<file path="src/design/pcbe_ram.sv">
// Generic single-write, single-read RAM with a registered read port.
module pcbe_ram #(
   parameter int WIDTH  = 32,
   parameter int DEPTH  = 16,
   localparam int ADDR_W = (DEPTH > 1) ? $clog2(DEPTH) : 1
) (
   input  logic              clock,
   input  logic              wr_en,
   input  logic [ADDR_W-1:0] wr_addr,
   input  logic [WIDTH-1:0]  wr_data,
   input  logic              rd_en,
   input  logic [ADDR_W-1:0] rd_addr,
   output logic [WIDTH-1:0]  rd_data
);

   logic [WIDTH-1:0] mem_ff [DEPTH];
   logic [WIDTH-1:0] rd_data_ff;

   // Write port and registered read port; the read data holds while rd_en is low.
   always_ff @(posedge clock) begin
      if (wr_en) begin
         mem_ff[wr_addr] <= wr_data;
      end
      if (rd_en) begin
         rd_data_ff <= mem_ff[rd_addr];
      end
   end

   assign rd_data = rd_data_ff;

endmodule

</file>
<file path="config.mk">
export PLATFORM = sky130hd
export DESIGN_NAME = pcbe_ram
export DESIGN_NICKNAME = d
export VERILOG_FILES = /design/src/design/pcbe_ram.sv
export SDC_FILE = /design/constraint.sdc
export NUM_CORES = 1
export LEC_CHECK = 0
export BUFFER_PORTS_ARGS = -buffer_cell sky130_fd_sc_hd__buf_2
export CAP_MARGIN = 20
export CORE_ASPECT_RATIO = 1.1
export CORE_MARGIN = 3
export CORE_UTILIZATION = 44
export CTS_BUF_LIST = sky130_fd_sc_hd__clkbuf_8
export DETAILED_ROUTE_END_ITERATION = 16
export PLACE_DENSITY_LB_ADDON = 0.05
export SYNTH_ARGS = -nofsm -noshare
export SYNTH_HDL_FRONTEND = slang
export SYNTH_SLANG_ARGS = --single-unit
</file>
<file path="constraint.sdc">
create_clock -name clock -period 3.8 [get_ports clock]
set_input_delay 0.76 -clock clock [delete_from_list [all_inputs] [get_ports clock]]
set_output_delay 0.76 -clock clock [all_outputs]
set_load 0.02 [all_outputs]
</file>
==> flow_summary.ini <==
[status]
status = finished, final reports clean

[floorplanning]
core_area_um2 = 44900
io_pins = 75
die_w_um = 210
fp-row-count = 81
die_h_um = 231
start_util_pct = 44.9
dieArea_um2 = 48500

[timing]
min_period_over_period_pct = 57.0
skew_ns = 0.0187
fin_setup_tns_ns = 0
worst_pin_slew_ns = 0.799
final.setup.worst_slack_ns = 1.63
max_freq_mhz = 461
setup_viol = 0
relSlewSlack_pct = 46.7
fin_crit_ns = 2.17
rsz0062_at_grt = no
drv_slew = 0
finalHoldViolCount = 0

[cells_and_area]
drive_gt1_share_pct = 34.3
fill_cells = 3553
final_common_cell = edfxtp_1
utilization_pct = 51.3
final_nets = 1031
fin_area_um2 = 23000
finalNonFillerCells = 1632
mostFrequentLayoutCells = 544 x edfxtp_1, 128 x mux4_2, 87 x clkbuf_8, 72 x buf_2, 64 x a22oi_1
area_growth_pct = 14.1

[placed_design]
dpl_worst_slack_ns = 0.908
placed_area_um2 = 21500
portBuffers = 74
globalplace.congestion = 0.735
hpwl_mm = 23.4
dp.cells = 1483

[route]
drtIter0Drc = 823
avgViaCountPerCell = 5.76
postRouteAntennaNets = 0
drc_errors = 0
first_pass_iters = 4
met2WireLength_mm = 22.2
wl_mm = 45.4
wl_met3_mm = 3.07
wl_met1_mm = 19.0
vias = 9394
wl_per_cell_um = 27.8
top_layer = met5

[worst_setup_path]
cp-end-kind = flip-flop
worst-endpoint-arrival_ns = 2.54
cp-start-kind = input port
required_ns = 4.17
crit_type = in -> reg
regToRegSetupSlack_ns = 2.35
worstPathMaxFanout = 42

[logic_synthesis]
syn-instance-count = 838
syn_nets = 881
ys_seq_elements = 544
netlist-cell-type-count = 17
yosysWarnings = 0
syn_area_um2 = 20200
seq_area_frac_synth_pct = 81.0
syn_avg_cell_area_um2 = 24.1

[clock_network]
clkLatencyLatePin_ns = 0.64
cts_num_sinks = 544
hold_buffers = 0
cts_buffers = 84
cts_buffer_depth = 3
clk_pin_slew_worst_paths_ns = 0.06
cts_tree = yes
cts_resized = 0
cts_setup_buffers = 0
htree_levels = 3
root_buffer = clkbuf_8

[job]
maxCapViolations = 0

[global_routing]
overflow = 0
grt_pass1_vias = 10200
grt_pass1_wl_mm = 66.6
grt_start_max_net_pins = 68
groute.usage.overall_pct = 19.1
grt_antenna_before_repair = 4

[pwr]
p_per_area_nw_per_um2 = 511
ir_worst_vdd_mv = 0.222
leakagePower_uw = 0.00740

[min_path]
hold_class = in -> reg
## critical path: stages
cell	delay (ns)
clkbuf_8	0.46
buf_4	0.41
mux4_2	0.55
a22oi_1	0.22
nand2_1	0.07
## logic make-up (layout without fill, tap and decap cells)
group	count (synthesis)	after routing	synth area share (%)
mux	128	128	14.3
other cells	0	1	0
buf+inv	43	255	1.10
flops	544	544	81.0
simple gates	59	59	1.25
compound gates	64	64	2.38
## final cells by class
cell class,instances,area (µm²),share of cell area [%]
multi-input cells,251,3760,16.3
clock buffers,86,1180,5.14
clock inverters,62,297,1.29
well taps,581,727,3.16
diodes,1,2.50,0.0109
repair buffers,107,717,3.11
flip-flops and latches,544,16300,71.0
## cell usage after synthesis
| cell | instances | area, µm² |
|---|---|---|
| a22oi_1 | 64 | 480 |
| and2_1 | 1 | 6.26 |
| buf_1 | 9 | 33.8 |
| buf_2 | 4 | 20.0 |
| buf_4 | 11 | 82.6 |
| buf_6 | 2 | 22.5 |
| clkbuf_1 | 17 | 63.8 |
| edfxtp_1 | 544 | 16300 |
| mux4_2 | 128 | 2880 |
| nand2_1 | 33 | 124 |
| nand2b_1 | 2 | 12.5 |
| nand3_1 | 1 | 5.00 |
| nand3b_1 | 2 | 15.0 |
| nor2_1 | 13 | 48.8 |
| nor2b_1 | 2 | 12.5 |
| nor3_1 | 4 | 20.0 |
| or3b_2 | 1 | 8.76 |
## routing by layer
layer	up-vias	GRT usage (%)
met4	6	6.91
met5	-	0
li1	3923	-
met3	85	4.25
met2	338	30.5
met1	5042	26.1
## stage by stage
step                hold WS (ns)  total power [µW]
floorplan                  0.710              7280
global placement           0.727              7530
detailed placement         0.732              7560
CTS                        0.425             11900
global route               0.458             12200
finish                     0.498             11800
## registers in the layout (all words and copies together), names as in the netlist
register,cells
rd_data,32
mem_ff,512
## final timing paths
kind,depth (start not counted),endpoint,from
max reg2reg,3,rd_data[26],mem_ff[11][26]
min reg2reg,3,rd_data[20],mem_ff[14][20]
max,5,rd_data[8],rd_addr[0]
min,1,mem_ff[2][30],wr_data[30]
## power by group
part           internal (µW)  leakage [µW]  switching (µW)  total [µW]
sequential              6760       0.00494            39.1        6800
combinational            240       0.00163             378         618
clock                   2170      0.000832            2180        4350
Power figures use the tool's default switching activity.
