===== src/design/pcbe_pkg.sv =====
// Shared types, constants and helper functions of the piecewise cubic Bezier evaluator.
package pcbe_pkg;

   // Fixed-point format of the curve parameter and of the coordinates.
   localparam int FRAC_BITS  = 16;
   localparam int T_W        = 21;
   localparam int SEG_W      = T_W - FRAC_BITS;
   localparam int U_W        = FRAC_BITS + 1;
   localparam int COORD_W    = 32;
   localparam int DIFF_W     = COORD_W + 1;
   localparam int PROD_W     = DIFF_W + U_W + 1;
   localparam int SUM_W      = PROD_W + 1;

   // Control point storage: four banks, one for each point of a piece.
   localparam int MAX_PIECES = 16;
   localparam int PIECE_AW   = $clog2(MAX_PIECES);
   localparam int NUM_BANKS  = 4;
   localparam int INDEX_W    = 6;
   localparam int QUOT_W     = 5;
   localparam int PC_W       = 5;

   // Pipeline layout: memory read stage, then three interpolation levels.
   localparam int STAGE_L1   = 2;
   localparam int STAGE_L2   = 5;
   localparam int STAGE_L3   = 8;
   localparam int NUM_STAGES = 10;

   // Configuration port.
   localparam int CSR_AW = 3;
   localparam int CSR_DW = 32;
   localparam logic [CSR_AW-1:0] REG_PIECE_COUNT_ADDR = 3'd0;

   localparam logic [U_W-1:0]           U_ONE      = U_W'(1) << FRAC_BITS;
   localparam logic signed [SUM_W-1:0]  ROUND_HALF = SUM_W'(1) << (FRAC_BITS - 1);

   // Reciprocal of three for a six-bit index: q = (v * 43) >> 7.
   localparam int DIV3_MUL   = 43;
   localparam int DIV3_SHIFT = 7;
   localparam int DIV3_W     = 12;

   typedef enum logic {
      OP_WRITE = 1'b0,
      OP_EVAL  = 1'b1
   } opcode_type;

   typedef logic signed [COORD_W-1:0] coord_type;

   typedef struct packed {
      coord_type x;
      coord_type y;
      coord_type z;
   } point_type;

   // Load enables of the three registers inside one interpolation unit.
   typedef struct packed {
      logic load_a;
      logic load_b;
      logic load_c;
   } lerp_en_type;

   // Piece index of a shared control point index.
   function automatic logic [QUOT_W-1:0] div3(input logic [INDEX_W-1:0] v);
      logic [DIV3_W-1:0] prod;
      prod = DIV3_W'(v) * DIV3_W'(DIV3_MUL);
      return prod[DIV3_SHIFT +: QUOT_W];
   endfunction

endpackage


===== src/design/pcbe_lerp.sv =====
// Three-stage pipelined linear interpolation a + round((b - a) * u) in fixed point.
module pcbe_lerp
   import pcbe_pkg::*;
(
   input  logic           clock,
   input  lerp_en_type    en,
   input  coord_type      a,
   input  coord_type      b,
   input  logic [U_W-1:0] mul_u,
   output coord_type      result
);

   logic signed [DIFF_W-1:0] diff_in;
   logic signed [DIFF_W-1:0] diff_ff;
   coord_type                a_a_ff;
   coord_type                a_b_ff;
   logic signed [PROD_W-1:0] prod_in;
   logic signed [PROD_W-1:0] prod_ff;
   logic signed [SUM_W-1:0]  sum_in;
   coord_type                result_in;
   coord_type                result_ff;

   // Stage A: difference of the two end points.
   assign diff_in = DIFF_W'(b) - DIFF_W'(a);

   // Stage B: scale the difference by the parameter (mul_u is aligned with stage A).
   assign prod_in = diff_ff * $signed({1'b0, mul_u});

   // Stage C: add the start point and round to nearest, ties toward plus infinity.
   // The floor of the shifted sum keeps the result between a and b.
   assign sum_in    = (SUM_W'(a_b_ff) <<< FRAC_BITS) + SUM_W'(prod_ff) + ROUND_HALF;
   assign result_in = sum_in[FRAC_BITS +: COORD_W];

   always_ff @(posedge clock) begin
      if (en.load_a) begin
         diff_ff <= diff_in;
         a_a_ff  <= a;
      end
      if (en.load_b) begin
         prod_ff <= prod_in;
         a_b_ff  <= a_a_ff;
      end
      if (en.load_c) begin
         result_ff <= result_in;
      end
   end

   assign result = result_ff;

endmodule

===== config.mk =====
export PLATFORM = sky130hd
export DESIGN_NAME = pcbe_lerp
export DESIGN_NICKNAME = d
export VERILOG_FILES = /design/src/design/pcbe_pkg.sv /design/src/design/pcbe_lerp.sv
export SDC_FILE = /design/constraint.sdc
export NUM_CORES = 2
export LEC_CHECK = 0
export ABC_AREA = 1
export BUFFER_PORTS_ARGS = -buffer_cell sky130_fd_sc_hd__buf_2
export CORE_MARGIN = 1.5
export CORE_UTILIZATION = 60
export CTS_CLUSTER_SIZE = 24
export DETAILED_ROUTE_END_ITERATION = 7
export GPL_TIMING_DRIVEN = 0
export PLACE_DENSITY = 0.82
export RECOVER_POWER = 100
export SLEW_MARGIN = 20
export SYNTH_ARGS = -nofsm -noshare
export SYNTH_HDL_FRONTEND = slang
export SYNTH_SLANG_ARGS = --single-unit

===== constraint.sdc =====
create_clock -name clock -period 8.3 [get_ports clock]
set_input_delay 1.245 -clock clock [delete_from_list [all_inputs] [get_ports clock]]
set_output_delay 1.245 -clock clock [all_outputs]
set_load 0.02 [all_outputs]

==> out/qor.yml <==
synthesis:
  synth-compound-area-share_pct: 4.49
  synth_cell_types: 36
  avgSynthCellArea_um2: 7.72
  synth_nets: 4615
  syn-cell-area_um2: 29700
  synth_top_area_share_pct: 34.8
  synth_top_family_by_area: "adder cells"
  synthCells: 3841
  yosys.area.top_type: "fa_1"
  yosys_warnings: 0
  synth_xor_area_share_pct: 2.00
  synthTopCellsByArea: "fa_1 35%, edfxtp_1 16%, inv_1 15%, nand2_1 13%, ha_1 7.3%"
  synth_seq_area_share_pct: 16.4
  synth_fa_ha_area_share_pct: 42.1
  ys_ff_latch: 162
  synthMuxAreaShare_pct: 0
  synth.most_common_cell: "inv_1"
  synth_edf_count: 162
  ys.flop_type: "edfxtp_1"
  async_reset_ff_share_pct: 0
  synthTopCellsByCount: "1190 x inv_1, 1048 x nand2_1, 516 x fa_1"
  yosys.area_share.simple_pct: 18.2
cts:
  cts-root-buf: "clkbuf_16"
  cts-resized-gates: 0
  clock-sinks: 162
  ctsHoldBuffers: 0
  cts-htree-levels: 4
  clkLatencyLatePin_ns: 0.43
  cts.path.max_buffers: 2
  post_cts_buffers: 0
  numCtsBuffers: 17
  clk_pin_slew_worst_paths_ns: 0.07
  cts_tree: "built"
setup_path:
  path_delay_family: "adder cells"
  cp.arrival_ns: 8.00
  crit_required_ns: 8.45
  cp_num_buf_inv: 8
  critical_path_class: "in2reg"
  path_cells: "clkbuf_1 > clkbuf_1 > nand2_1 > fa_1 > inv_1 > fa_1 > inv_1 > fa_1 > inv_1 > fa_1 > fa_1 > inv_1 > fa_1 > inv_1 > ha_1 > nand2_1 > nor2_1 > nand4_1 > nor2_1 > nand2_1 > nand3_1 > inv_1 > nand2_1 > nand2_1"
  slowest_stage: "fa_1"
  startpoint_type: "primary input"
  crit_fanout: 10
  cpPeakStageDelay_ns: 0.76
  endpoint_kind: "flip-flop"
timing:
  worstMarginPinSlew_ns: 3.57
  timing.final.crit_period_ns: 7.84
  relSlewSlack_pct: -138
  finClkSkew_ns: 0.0102
  fin_setup_tns_ns: 0
  drv_slew: 150
  hold_viol: 0
  rsz0062_at_grt: "false"
  max_freq_ghz: 0.128
  setup_viol: 0
  post-route-period-util_pct: 94.5
global_routing:
  antenna_found_initial: 2
  grt_max_degree: 66
  grt_pass1_wl_um: 132000
  grt_overflow_total: 0
  track_usage_pct: 34.8
  grt_pass1_vias: 24600
layout:
  final_layout_size_suffix_gt1_share_pct: 1.96
  nNetsFinal: 4737
  area_growth_pct: 6.01
detailed_routing:
  viasPerCell: 5.33
  vias: 24700
  wl_per_cell_um: 18.3
  first_iter_violations: 2581
  firstDrtPassIters: 6
  final_antenna_net_count: 0
  wl_um: 84800
  drc: 0
placement:
  dpl.hpwl_um: 72200
  io_buffers: 102
  place_congestion: 1.02
outcome:
  outcome: "finished with violations"
  violations: "max-capacitance violations, max-slew violations"
floorplan:
  placementRows: 81
  die_h_um: 225
  die-width_um: 225
  initial_utilization_pct: 60.7
  ios: 117
  core_um2: 48800
  die_area_um2: 50800
worst_hold_path:
  hold_path_class: "reg2reg"
flow_run:
  drv_cap: 3
==> final timing paths <==
kind / depth (start not counted) / slack [ns] / startpoint / endpoint
worst min register to register: 0 / 0.42 / a_a_ff[11] / a_b_ff[11]
worst min-delay path: 0 / 0.42 / a_a_ff[11] / a_b_ff[11]
worst max-delay path: 24 / 0.46 / mul_u[9] / prod_ff[47]
worst max register to register: 22 / 1.25 / diff_ff[32] / prod_ff[47]
==> layer usage <==
metal	GRT usage [%]	part of all wire [%]	wire length [µm]
met4	14.5	4.7	3970
met2	56.7	46	39200
met5	0	0.015	13
met3	6.08	10	8850
met1	46.2	39	32800
==> through the flow <==
| stage | util [%] | setup slack, ns | cell area [µm²] | cells | hold slack (ns) |
|---|---|---|---|---|---|
| after CTS | 64.6 | 0.629 | 31600 | 4639 | 0.415 |
| after global routing | 64.3 | 0.260 | 31400 | 4640 | 0.419 |
| final | 64.3 | 0.457 | 31400 | 4640 | 0.415 |
| after floorplan | - | 1.74 | 29700 | 3841 | 0.400 |
| after global placement | 63.4 | 0.201 | 31000 | 4607 | 0.401 |
| after detailed placement | 63.5 | 0.199 | 31000 | 4608 | 0.405 |
==> registers in the layout, summed over array words and instances (netlist names) <==
signal / count
result: 32
a_a_ff: 32
prod_ff: 33
a_b_ff: 32
diff_ff: 33
==> area by class of cell <==
class / instances / area (µm²)
Clock buffer: 17 / 425
Clock inverter: 14 / 129
Tap cell: 664 / 831
Antenna cell: 1 / 2.50
Buffer: 130 / 488
Inverter: 1192 / 4470
Sequential cell: 162 / 4860
Multi-Input combinational cell: 2357 / 19800
Timing Repair Buffer: 103 / 430
Fill cell: 4330 / 17400
==> cell usage in the layout, fill, tap and decap left out, types with 2 or more instances in the layout <==
cell type / n
a21boi_0: 9
a21o_1: 15
a21oi_1: 114
a31oi_1: 4
and3_1: 4
buf_2: 35
clkbuf_1: 198
clkbuf_16: 17
clkinv_1: 2
clkinv_4: 2
clkinvlp_4: 3
edfxtp_1: 162
fa_1: 516
ha_1: 173
inv_1: 1190
inv_2: 2
inv_6: 4
nand2_1: 1049
nand2_2: 4
nand3_1: 90
nand3b_1: 3
nand4_1: 22
nor2_1: 167
nor2_2: 2
nor2_4: 2
nor3_1: 15
nor4_1: 4
o211ai_1: 5
o21a_1: 3
o21ai_0: 65
o21bai_1: 18
xnor2_1: 11
xor2_1: 55
==> worst reg2reg max path, cell delays in order, from the launching register on <==
cell	delay [ns]
edfxtp_1	0.33
clkbuf_1	0.43
clkbuf_1	0.49
nand2_1	0.22
fa_1	0.65
fa_1	0.73
inv_1	0.19
fa_1	0.50
fa_1	0.51
fa_1	0.49
inv_1	0.05
fa_1	0.47
inv_1	0.04
ha_1	0.40
nand2_1	0.12
nor2_1	0.29
nand4_1	0.17
nor2_1	0.13
nand2_1	0.07
nand3_1	0.25
inv_1	0.07
nand2_1	0.07
nand2_1	0.11
==> cells by family after synthesis <==
| kind of cell | Yosys count |
|---|---|
| AO/OA/AOI/OAI | 234 |
| AND/OR/NAND/NOR | 1367 |
| adder cells (fa/ha/maj) | 689 |
| XOR/XNOR | 67 |
| buffers and inverters | 1322 |
| flip-flops | 162 |
Power is not shown: default switching activity piles up to over one toggle a cycle in this logic, so the estimate is an artifact.
